**src/mixed_block_heap_allocator_macros.svh**
```systemverilog
// Assertion helpers shared by the allocator RTL.
`ifndef MIXED_BLOCK_HEAP_ALLOCATOR_MACROS_SVH
`define MIXED_BLOCK_HEAP_ALLOCATOR_MACROS_SVH

// Same-cycle implication, sampled on clk, muted while rst_n is low.
`define MBHA_ASSERT_NOW(label, ante, cons, msg) \
  label: assert property (@(posedge clk) disable iff (!rst_n) (ante) |-> (cons)) \
    else $error(msg);

// Next-cycle implication, sampled on clk, muted while rst_n is low.
`define MBHA_ASSERT_NEXT(label, ante, cons, msg) \
  label: assert property (@(posedge clk) disable iff (!rst_n) (ante) |=> (cons)) \
    else $error(msg);

`endif

```
**src/mbha_pkg.sv**
```systemverilog
`timescale 1ns / 1ps
package mbha_pkg;

  localparam int SIZE_W  = 16;
  localparam int MASK_W  = 40;
  localparam int ADDR_W  = 32;
  localparam int ENTRY_W = 6;
  localparam int CODE_W  = 5;
  localparam int NEED_W  = 3;

  // map entry codes
  localparam logic [CODE_W-1:0] CODE_FREE  = 5'd0;
  localparam logic [CODE_W-1:0] CODE_SMALL = 5'd1;
  localparam logic [CODE_W-1:0] CODE_PAIR  = 5'd2;
  localparam logic [CODE_W-1:0] CODE_CONT  = 5'd31;

  // request size classes
  localparam logic [SIZE_W-1:0] SMALL_MAX_BYTES = 16'd512;
  localparam logic [SIZE_W-1:0] KB_BYTES        = 16'd1024;
  localparam logic [SIZE_W-1:0] PAIR_MAX_BYTES  = 16'd1536;
  localparam logic [SIZE_W-1:0] RUN_MAX_BYTES   = 16'd7168;

  // fixed layout landmarks
  localparam logic [ENTRY_W-1:0] SMALL_FIRST    = 6'd0;
  localparam logic [ENTRY_W-1:0] SMALL_LO_LAST  = 6'd6;
  localparam logic [ENTRY_W-1:0] SMALL_HI_FIRST = 6'd16;
  localparam logic [ENTRY_W-1:0] SMALL_HI_LAST  = 6'd30;
  localparam logic [ENTRY_W-1:0] KB_LO_FIRST    = 6'd9;
  localparam logic [ENTRY_W-1:0] KB_LO_LAST     = 6'd14;
  localparam logic [ENTRY_W-1:0] KB_HI_FIRST    = 6'd33;
  localparam logic [ENTRY_W-1:0] KB_HI_LAST     = 6'd39;

  localparam logic [1:0] PAIR_HEAD_LAST = 2'd2;

  localparam logic [ADDR_W-1:0] BASE_SMALL_LO = 32'h2000_1000;
  localparam logic [ADDR_W-1:0] BASE_KB_LO    = 32'h2000_2000;
  localparam logic [ADDR_W-1:0] BASE_SMALL_HI = 32'h2000_4000;
  localparam logic [ADDR_W-1:0] BASE_KB_HI    = 32'h2000_6000;

  function automatic logic [ENTRY_W-1:0] pair_head(input logic [1:0] idx);
    logic [ENTRY_W-1:0] h;
    unique case (idx)
      2'd0:    h = 6'd7;
      2'd1:    h = 6'd15;
      default: h = 6'd31;
    endcase
    return h;
  endfunction

  function automatic logic [ADDR_W-1:0] entry_address(input logic [ENTRY_W-1:0] s);
    logic [ADDR_W-1:0] a;
    if (s < 6'd8) begin
      a = BASE_SMALL_LO + (ADDR_W'(s[2:0]) << 9);
    end else if (s < 6'd16) begin
      a = BASE_KB_LO + (ADDR_W'(s[2:0]) << 10);
    end else if (s < 6'd32) begin
      a = BASE_SMALL_HI + (ADDR_W'(s[3:0]) << 9);
    end else begin
      a = BASE_KB_HI + (ADDR_W'(s[2:0]) << 10);
    end
    return a;
  endfunction

endpackage

```
**src/mbha_ram.sv**
```systemverilog
`timescale 1ns / 1ps
module mbha_ram #(
  parameter int WIDTH = 5,
  parameter int DEPTH = 40
) (
  input  logic                     clk,
  input  logic                     we,
  input  logic [$clog2(DEPTH)-1:0] waddr,
  input  logic [WIDTH-1:0]         wdata,
  input  logic [$clog2(DEPTH)-1:0] raddr,
  output logic [WIDTH-1:0]         rdata
);

  logic [WIDTH-1:0] mem [DEPTH];

  always_ff @(posedge clk) begin
    if (we) begin
      mem[waddr] <= wdata;
    end
    rdata <= mem[raddr];
  end

endmodule

```
**src/mixed_block_heap_allocator.sv**
```systemverilog
`timescale 1ns / 1ps
// Heap block allocator over a 40-entry map of 512-byte and 1 KB SRAM blocks.
// One request is taken at a time; in_tready stays low until its result word
// has been taken. A small sequencer probes one map entry at a time, a read
// state then a check state per entry, through the single read port of the map
// RAM, then writes one claimed entry per cycle. A small request that falls
// through to the 1 KB run search probes 22 small and 13 run entries. Sizes
// above 7168 bytes fail without a probe. Failure returns address zero with
// out_tuser set and the mask unchanged. The map is free after reset; blocks
// are never released.
`include "mixed_block_heap_allocator_macros.svh"
module mixed_block_heap_allocator #(
  parameter int MAP_ENTRIES = 40
) (
  input  logic        clk,
  input  logic        rst_n,
  input  logic        in_tvalid,
  output logic        in_tready,
  input  logic [55:0] in_tdata,   // request_bytes[15:0], mask_in[55:16]
  output logic        out_tvalid,
  input  logic        out_tready,
  output logic [79:0] out_tdata,  // block_address[31:0], start_entry[37:32],
                                  // mask_out[77:38], zero fill[79:78]
  output logic        out_tuser   // failed
);

  import mbha_pkg::*;

  localparam int IDX_W = $clog2(MAP_ENTRIES);

  typedef enum logic [2:0] {
    S_IDLE, S_READ, S_CHECK, S_WRITE, S_DONE
  } state_t;

  typedef enum logic [1:0] {
    M_SMALL, M_PAIR, M_RUN
  } mode_t;

  state_t              state_r;
  mode_t               mode_r;
  logic [ENTRY_W-1:0]  cur_r;
  logic [ENTRY_W-1:0]  start_r;
  logic [ENTRY_W-1:0]  wr_ptr_r;
  logic [NEED_W-1:0]   need_r;
  logic [NEED_W-1:0]   run_r;
  logic [NEED_W-1:0]   count_r;
  logic [1:0]          head_idx_r;
  logic                second_r;
  logic [CODE_W-1:0]   head_code_r;
  logic [MASK_W-1:0]   mask_r;
  logic [MAP_ENTRIES-1:0] valid_r;

  logic [ADDR_W-1:0]   out_addr_r;
  logic [ENTRY_W-1:0]  out_start_r;
  logic [MASK_W-1:0]   out_mask_r;
  logic                out_failed_r;

  logic [SIZE_W-1:0]   req_bytes;
  logic [MASK_W-1:0]   req_mask;
  logic [NEED_W-1:0]   need_calc;
  logic                in_fire;
  logic                ram_we;
  logic [CODE_W-1:0]   ram_wdata;
  logic [CODE_W-1:0]   ram_rdata;
  logic                entry_free;
  logic [MASK_W-1:0]   wr_bit;
  logic [NEED_W-1:0]   run_inc;

  assign req_bytes = in_tdata[15:0];
  assign req_mask  = in_tdata[55:16];
  assign in_tready = (state_r == S_IDLE);
  assign in_fire   = in_tvalid && in_tready;

  // ceil(size / 1 KB); only used for sizes up to the run limit
  assign need_calc = NEED_W'((17'(req_bytes) + 17'(KB_BYTES) - 17'd1) >> 10);

  assign ram_we    = (state_r == S_WRITE);
  assign ram_wdata = (wr_ptr_r == start_r) ? head_code_r : CODE_CONT;
  assign wr_bit    = MASK_W'(1) << wr_ptr_r;
  assign run_inc   = run_r + NEED_W'(1);

  // an entry never written reads as free
  assign entry_free = !valid_r[cur_r[IDX_W-1:0]] || (ram_rdata == CODE_FREE);

  mbha_ram #(
    .WIDTH(CODE_W),
    .DEPTH(MAP_ENTRIES)
  ) u_map (
    .clk  (clk),
    .we   (ram_we),
    .waddr(wr_ptr_r[IDX_W-1:0]),
    .wdata(ram_wdata),
    .raddr(cur_r[IDX_W-1:0]),
    .rdata(ram_rdata)
  );

  always_ff @(posedge clk) begin
    if (!rst_n) begin
      state_r <= S_IDLE;
      valid_r <= '0;
    end else begin
      unique case (state_r)
        S_IDLE: begin
          if (in_fire) begin
            mask_r <= req_mask;
            priority if (req_bytes <= SMALL_MAX_BYTES) begin
              mode_r  <= M_SMALL;
              cur_r   <= SMALL_FIRST;
              state_r <= S_READ;
            end else if (req_bytes > KB_BYTES && req_bytes <= PAIR_MAX_BYTES) begin
              mode_r     <= M_PAIR;
              head_idx_r <= 2'd0;
              cur_r      <= pair_head(2'd0);
              second_r   <= 1'b0;
              state_r    <= S_READ;
            end else if (req_bytes > RUN_MAX_BYTES) begin
              out_addr_r   <= '0;
              out_start_r  <= '0;
              out_failed_r <= 1'b1;
              out_mask_r   <= req_mask;
              state_r      <= S_DONE;
            end else begin
              mode_r  <= M_RUN;
              need_r  <= need_calc;
              cur_r   <= KB_LO_FIRST;
              run_r   <= '0;
              state_r <= S_READ;
            end
          end
        end

        // wait for the registered map read
        S_READ: state_r <= S_CHECK;

        S_CHECK: begin
          unique case (mode_r)
            M_SMALL: begin
              priority if (entry_free) begin
                start_r     <= cur_r;
                wr_ptr_r    <= cur_r;
                head_code_r <= CODE_SMALL;
                count_r     <= NEED_W'(1);
                state_r     <= S_WRITE;
              end else if (cur_r == SMALL_HI_LAST) begin
                // no small block left: fall back to one 1 KB block
                mode_r  <= M_RUN;
                need_r  <= NEED_W'(1);
                cur_r   <= KB_LO_FIRST;
                run_r   <= '0;
                state_r <= S_READ;
              end else begin
                cur_r   <= (cur_r == SMALL_LO_LAST) ? SMALL_HI_FIRST : cur_r + 6'd1;
                state_r <= S_READ;
              end
            end

            M_PAIR: begin
              priority if (entry_free && second_r) begin
                start_r     <= cur_r - 6'd1;
                wr_ptr_r    <= cur_r - 6'd1;
                head_code_r <= CODE_PAIR;
                count_r     <= NEED_W'(2);
                state_r     <= S_WRITE;
              end else if (entry_free) begin
                cur_r    <= cur_r + 6'd1;
                second_r <= 1'b1;
                state_r  <= S_READ;
              end else if (head_idx_r == PAIR_HEAD_LAST) begin
                mode_r  <= M_RUN;
                need_r  <= NEED_W'(2);
                cur_r   <= KB_LO_FIRST;
                run_r   <= '0;
                state_r <= S_READ;
              end else begin
                head_idx_r <= head_idx_r + 2'd1;
                cur_r      <= pair_head(head_idx_r + 2'd1);
                second_r   <= 1'b0;
                state_r    <= S_READ;
              end
            end

            default: begin
              priority if (entry_free && run_inc == need_r) begin
                start_r     <= cur_r + 6'd1 - ENTRY_W'(need_r);
                wr_ptr_r    <= cur_r + 6'd1 - ENTRY_W'(need_r);
                head_code_r <= CODE_W'(need_r);
                count_r     <= need_r;
                state_r     <= S_WRITE;
              end else if (cur_r == KB_HI_LAST) begin
                out_addr_r   <= '0;
                out_start_r  <= '0;
                out_failed_r <= 1'b1;
                out_mask_r   <= mask_r;
                state_r      <= S_DONE;
              end else if (cur_r == KB_LO_LAST) begin
                // a run never crosses the gap between the two 1 KB ranges
                cur_r   <= KB_HI_FIRST;
                run_r   <= '0;
                state_r <= S_READ;
              end else begin
                cur_r   <= cur_r + 6'd1;
                run_r   <= entry_free ? run_inc : '0;
                state_r <= S_READ;
              end
            end
          endcase
        end

        S_WRITE: begin
          valid_r[wr_ptr_r[IDX_W-1:0]] <= 1'b1;
          mask_r   <= mask_r | wr_bit;
          wr_ptr_r <= wr_ptr_r + 6'd1;
          count_r  <= count_r - NEED_W'(1);
          if (count_r == NEED_W'(1)) begin
            out_addr_r   <= entry_address(start_r);
            out_start_r  <= start_r;
            out_failed_r <= 1'b0;
            out_mask_r   <= mask_r | wr_bit;
            state_r      <= S_DONE;
          end
        end

        default: begin
          if (out_tready) begin
            state_r <= S_IDLE;
          end
        end
      endcase
    end
  end

  assign out_tvalid = (state_r == S_DONE);
  assign out_tdata  = {2'b00, out_mask_r, out_start_r, out_addr_r};
  assign out_tuser  = out_failed_r;

  `MBHA_ASSERT_NEXT(a_busy_after_accept, in_fire, !in_tready,
    "allocator took a second request")
  `MBHA_ASSERT_NOW(a_fail_zero, out_tvalid && out_tuser,
    (out_addr_r == '0) && (out_start_r == '0), "failed result carries an address")
  `MBHA_ASSERT_NOW(a_claim_in_mask, out_tvalid && !out_tuser, out_mask_r[out_start_r],
    "claimed start entry missing from mask")
  `MBHA_ASSERT_NOW(a_write_fresh, ram_we, !valid_r[wr_ptr_r[IDX_W-1:0]],
    "allocator overwrote a used map entry")

endmodule
```
**config.mk**
```make
export PLATFORM = sky130hd
export DESIGN_NAME = mixed_block_heap_allocator
export DESIGN_NICKNAME = d
export VERILOG_FILES = /design/src/mbha_pkg.sv /design/src/mbha_ram.sv /design/src/mixed_block_heap_allocator.sv
export VERILOG_INCLUDE_DIRS = /design/src /design/src/src
export SDC_FILE = /design/constraint.sdc
export NUM_CORES = 1
export LEC_CHECK = 0
export BUFFER_PORTS_ARGS = -buffer_cell sky130_fd_sc_hd__buf_2
export CELL_PAD_IN_SITES_DETAIL_PLACEMENT = 1
export CELL_PAD_IN_SITES_GLOBAL_PLACEMENT = 2
export CORE_MARGIN = 4
export CORE_UTILIZATION = 40
export DETAILED_ROUTE_END_ITERATION = 6
export GPL_ROUTABILITY_DRIVEN = 0
export PLACE_DENSITY_LB_ADDON = 0.1
export SYNTH_ARGS = -nofsm -noshare
export SYNTH_HDL_FRONTEND = slang
export SYNTH_SLANG_ARGS = --single-unit
```
**constraint.sdc**
```tcl
create_clock -name clk -period 5.25 [get_ports clk]
set_input_delay 0.7875 -clock clk [delete_from_list [all_inputs] [get_ports clk]]
set_output_delay 0.7875 -clock clk [all_outputs]
set_load 0.02 [all_outputs]
```
==> flow_summary.ini <==
[setup_path]
reg2reg_from = cur_r[0]
crit_family = compound AO/OA/AOI/OAI gates
path_max_fanout = 12
startpoint = cur_r[0]
critical_path_arrival_ns = 4.06
cp.depth = 7
cp-endpoint = count_r[0]
rr_worst_depth = 7
crit_path_end_kind = flop
reg2reg_to = count_r[0]
critPathMaxStageDelay_ns = 0.82
reg2reg_slack_ns = 1.36
cp_slowest_cell = edfxtp_1
crit_type = reg2reg
crit_buf_inv = 1
crit_chain = buf_4 -> mux4_2 -> mux2i_1 -> o31ai_2 -> o21ai_2 -> nand2_1 -> a21oi_1
critPathLaunchType = flop
crit_required_ns = 5.42

[clock_network]
cts_inserted_buffers = 38
clockBufferDepth = 3
cts_setup_buffers = 0
cts_tree = yes
cts.repair.resized = 0
clk_latency_ns = 0.56
hold_buffers = 0
htree_levels = 2
cts.sinks = 336
clk_pin_slew_ns = 0.06
root_buffer = clkbuf_16

[power]
peakVddDrop_mv = 0.3039
sequentialPowerShare = 0.512
cellPowerDensity_nw_per_um2 = 333.2
p_sw_mw = 1.305
p_comb_frac = 0.050
p_int_mw = 4.491
power.share.switching = 0.2251
pwr-share-clk = 0.438
p_leak_nw = 6.455

[final_layout]
finalCoreUtilization = 0.4618
nNetsFinal = 1398
multi_input_area_um2 = 5161
most-common-layout-cells = 289 x edfxtp_1, 178 x nor2_1, 115 x buf_2
fill_cells = 3969
final_layout_size_suffix_gt1_frac = 0.1944
mostFrequentLayoutCell = edfxtp_1
areaGrowthSynthToFinish_pct = 13.99
seq_area_um2 = 9619
final_area_um2 = 17390
diodes = 0

[timing]
period_needed_ns = 3.894
skew_ns = 0.02569
slew_violations = 0
rsz0062_at_grt = false
tns_ns = 0
hold_viol_final = 0
timing.fmax_mhz = 256.8
tightest_slew_ns = 1.069
setup_violations = 0
finalCritPeriodShare = 0.7417
relSlewSlack = 0.2845

[logic_synthesis]
synth_top_area_frac = 0.5687
synth_top_area_cell = edfxtp_1
synth_compound_area_frac = 0.08855
ys_top_cells_by_area = edfxtp_1 57%, mux4_2 8.0%, dfxtp_1 6.2%
yosys_warnings = 0
seq_area_frac_synth = 0.6304
synth_fa_ha_area_frac = 0.01607
synth_cells = 1220
synth_xor_area_frac = 0.01779
synth_edf_count = 289
synth_mux_area_frac = 0.09610
synthFlopType = edfxtp_1
synth_top_family_by_area = simple AND/OR/NAND/NOR gates
syn_area_um2 = 15260
syn_avg_cell_area_um2 = 12.51
synth-seq-cells = 336
synthSimpleGateAreaFrac = 0.1098
synth_cell_type_count = 61
synthArstFlopShare = 0

[routing]
vias = 9842
drtPass1Iterations = 5
viasPerCell = 5.294
drc = 0
drt_iter0_markers = 486
routedWlPerCell_um = 21.98
wl_um = 40860
ant_nets = 0

[global_routing]
grt_start_max_net_pins = 91
grt_pass1_wl_um = 62610
antenna_found_initial = 0
grt_usage = 0.1969
overflow = 0
grt_pass1_vias = 10090

[job]
max-cap-violations = 0

[die]
chipHeight_um = 203.3
std_cell_rows = 71
start_util = 0.4051
ioPinCount = 143
fp.dieW_um = 203.3
die_area_um2 = 41340
coreArea_um2 = 37670

[placed_design]
post_dp_cell_area_um2 = 16210
dp_hpwl_um = 28540
numPortBuffers = 115

[hold_path]
hp-class = reg2reg

[status]
status = finished clean
-- tightest hold or removal path, delay by kind of cell (launching register included) --
family,cells,cell delay [ns]
AND/OR/NAND/NOR,2,0.12
flip-flops,1,0.33
-- state kept, by name, indices dropped and copies added, names as in the netlist, 4 cells and up --
signal and cells:
out_mask_r 40, valid_r 40, out_addr_r 7, u_map.mem 160, start_r 6, out_start_r 6
u_map.rdata 4, cur_r 6, wr_ptr_r 6, mask_r 40
-- routing by layer --
layer / wire, um / vias up / global-route usage / share of wire
met5: 0 / - / 0 / 0
met4: 666 / 0 / 0.04144 / 0.016
met3: 1915 / 49 / 0.03721 / 0.047
met2: 19850 / 220 / 0.3280 / 0.49
met1: 18430 / 4945 / 0.2730 / 0.45
li1: - / 4628 / - / -
-- power by group through the flow --
stage / sequential [mW] / combinational [mW] / clock [mW]
floorplan: 3.05 / 0.172 / 0
CTS: 2.97 / 0.293 / 2.61
detailed placement: 3.03 / 0.292 / 0
global placement: 3.02 / 0.287 / 0
global route: 2.97 / 0.321 / 2.74
finish: 2.97 / 0.289 / 2.54
-- worst min path at each step --
stage                           start          end  slack (ns)  depth (start not counted)
final                     valid_r[35]  valid_r[35]        0.47                          2
after global routing      valid_r[29]  valid_r[29]        0.50                          2
after CTS                 valid_r[35]  valid_r[35]        0.47                          2
after detailed placement  valid_r[35]  valid_r[35]        0.46                          2
after global placement    valid_r[35]  valid_r[35]        0.45                          2
after floorplan           valid_r[18]  valid_r[18]        0.43                          2
-- through the flow --
| stage | setup WS [ns] | hold slack, ns | instances | power, mW |
|---|---|---|---|---|
| after floorplan | 0.4901 | 0.4348 | 1246 | 3.221 |
| after global placement | 1.330 | 0.4458 | 1790 | 3.311 |
| after detailed placement | 1.268 | 0.4619 | 1790 | 3.318 |
| after CTS | 1.250 | 0.4748 | 1859 | 5.876 |
| after global routing | 0.9874 | 0.4958 | 1859 | 6.033 |
| final | 1.356 | 0.4747 | 1859 | 5.796 |
-- final cells by class --
type | instances | share of cell area
Clock buffer | 54 | 0.06049
Sequential cell | 336 | 0.5530
Multi-Input combinational cell | 786 | 0.2967
Timing Repair Buffer | 131 | 0.03999
Clock inverter | 15 | 0.007409
Tap cell | 511 | 0.03676
Inverter | 26 | 0.005611
-- kinds of logic after synthesis --
family                   Yosys count
XOR/XNOR                          31
flip-flops                       336
buffers and inverters            124
AO/OA/AOI/OAI                    246
AND/OR/NAND/NOR                  385
other                              1
multiplexers                      78
adder cells (fa/ha/maj)           19
-- synth_stat cells, drive strengths merged, types with 11 or more instances --
| library cell | number |
|---|---|
| a21oi | 116 |
| and2 | 11 |
| and3 | 13 |
| buf | 48 |
| clkbuf | 50 |
| dfxtp | 47 |
| edfxtp | 289 |
| ha | 18 |
| inv | 26 |
| mux2i | 16 |
| mux4 | 54 |
| nand2 | 113 |
| nand3 | 13 |
| nor2 | 178 |
| nor2b | 13 |
| nor3 | 16 |
| o21ai | 95 |
| xnor2 | 15 |
| xor2 | 16 |
Note: power is estimated with default switching activity, not from simulation.
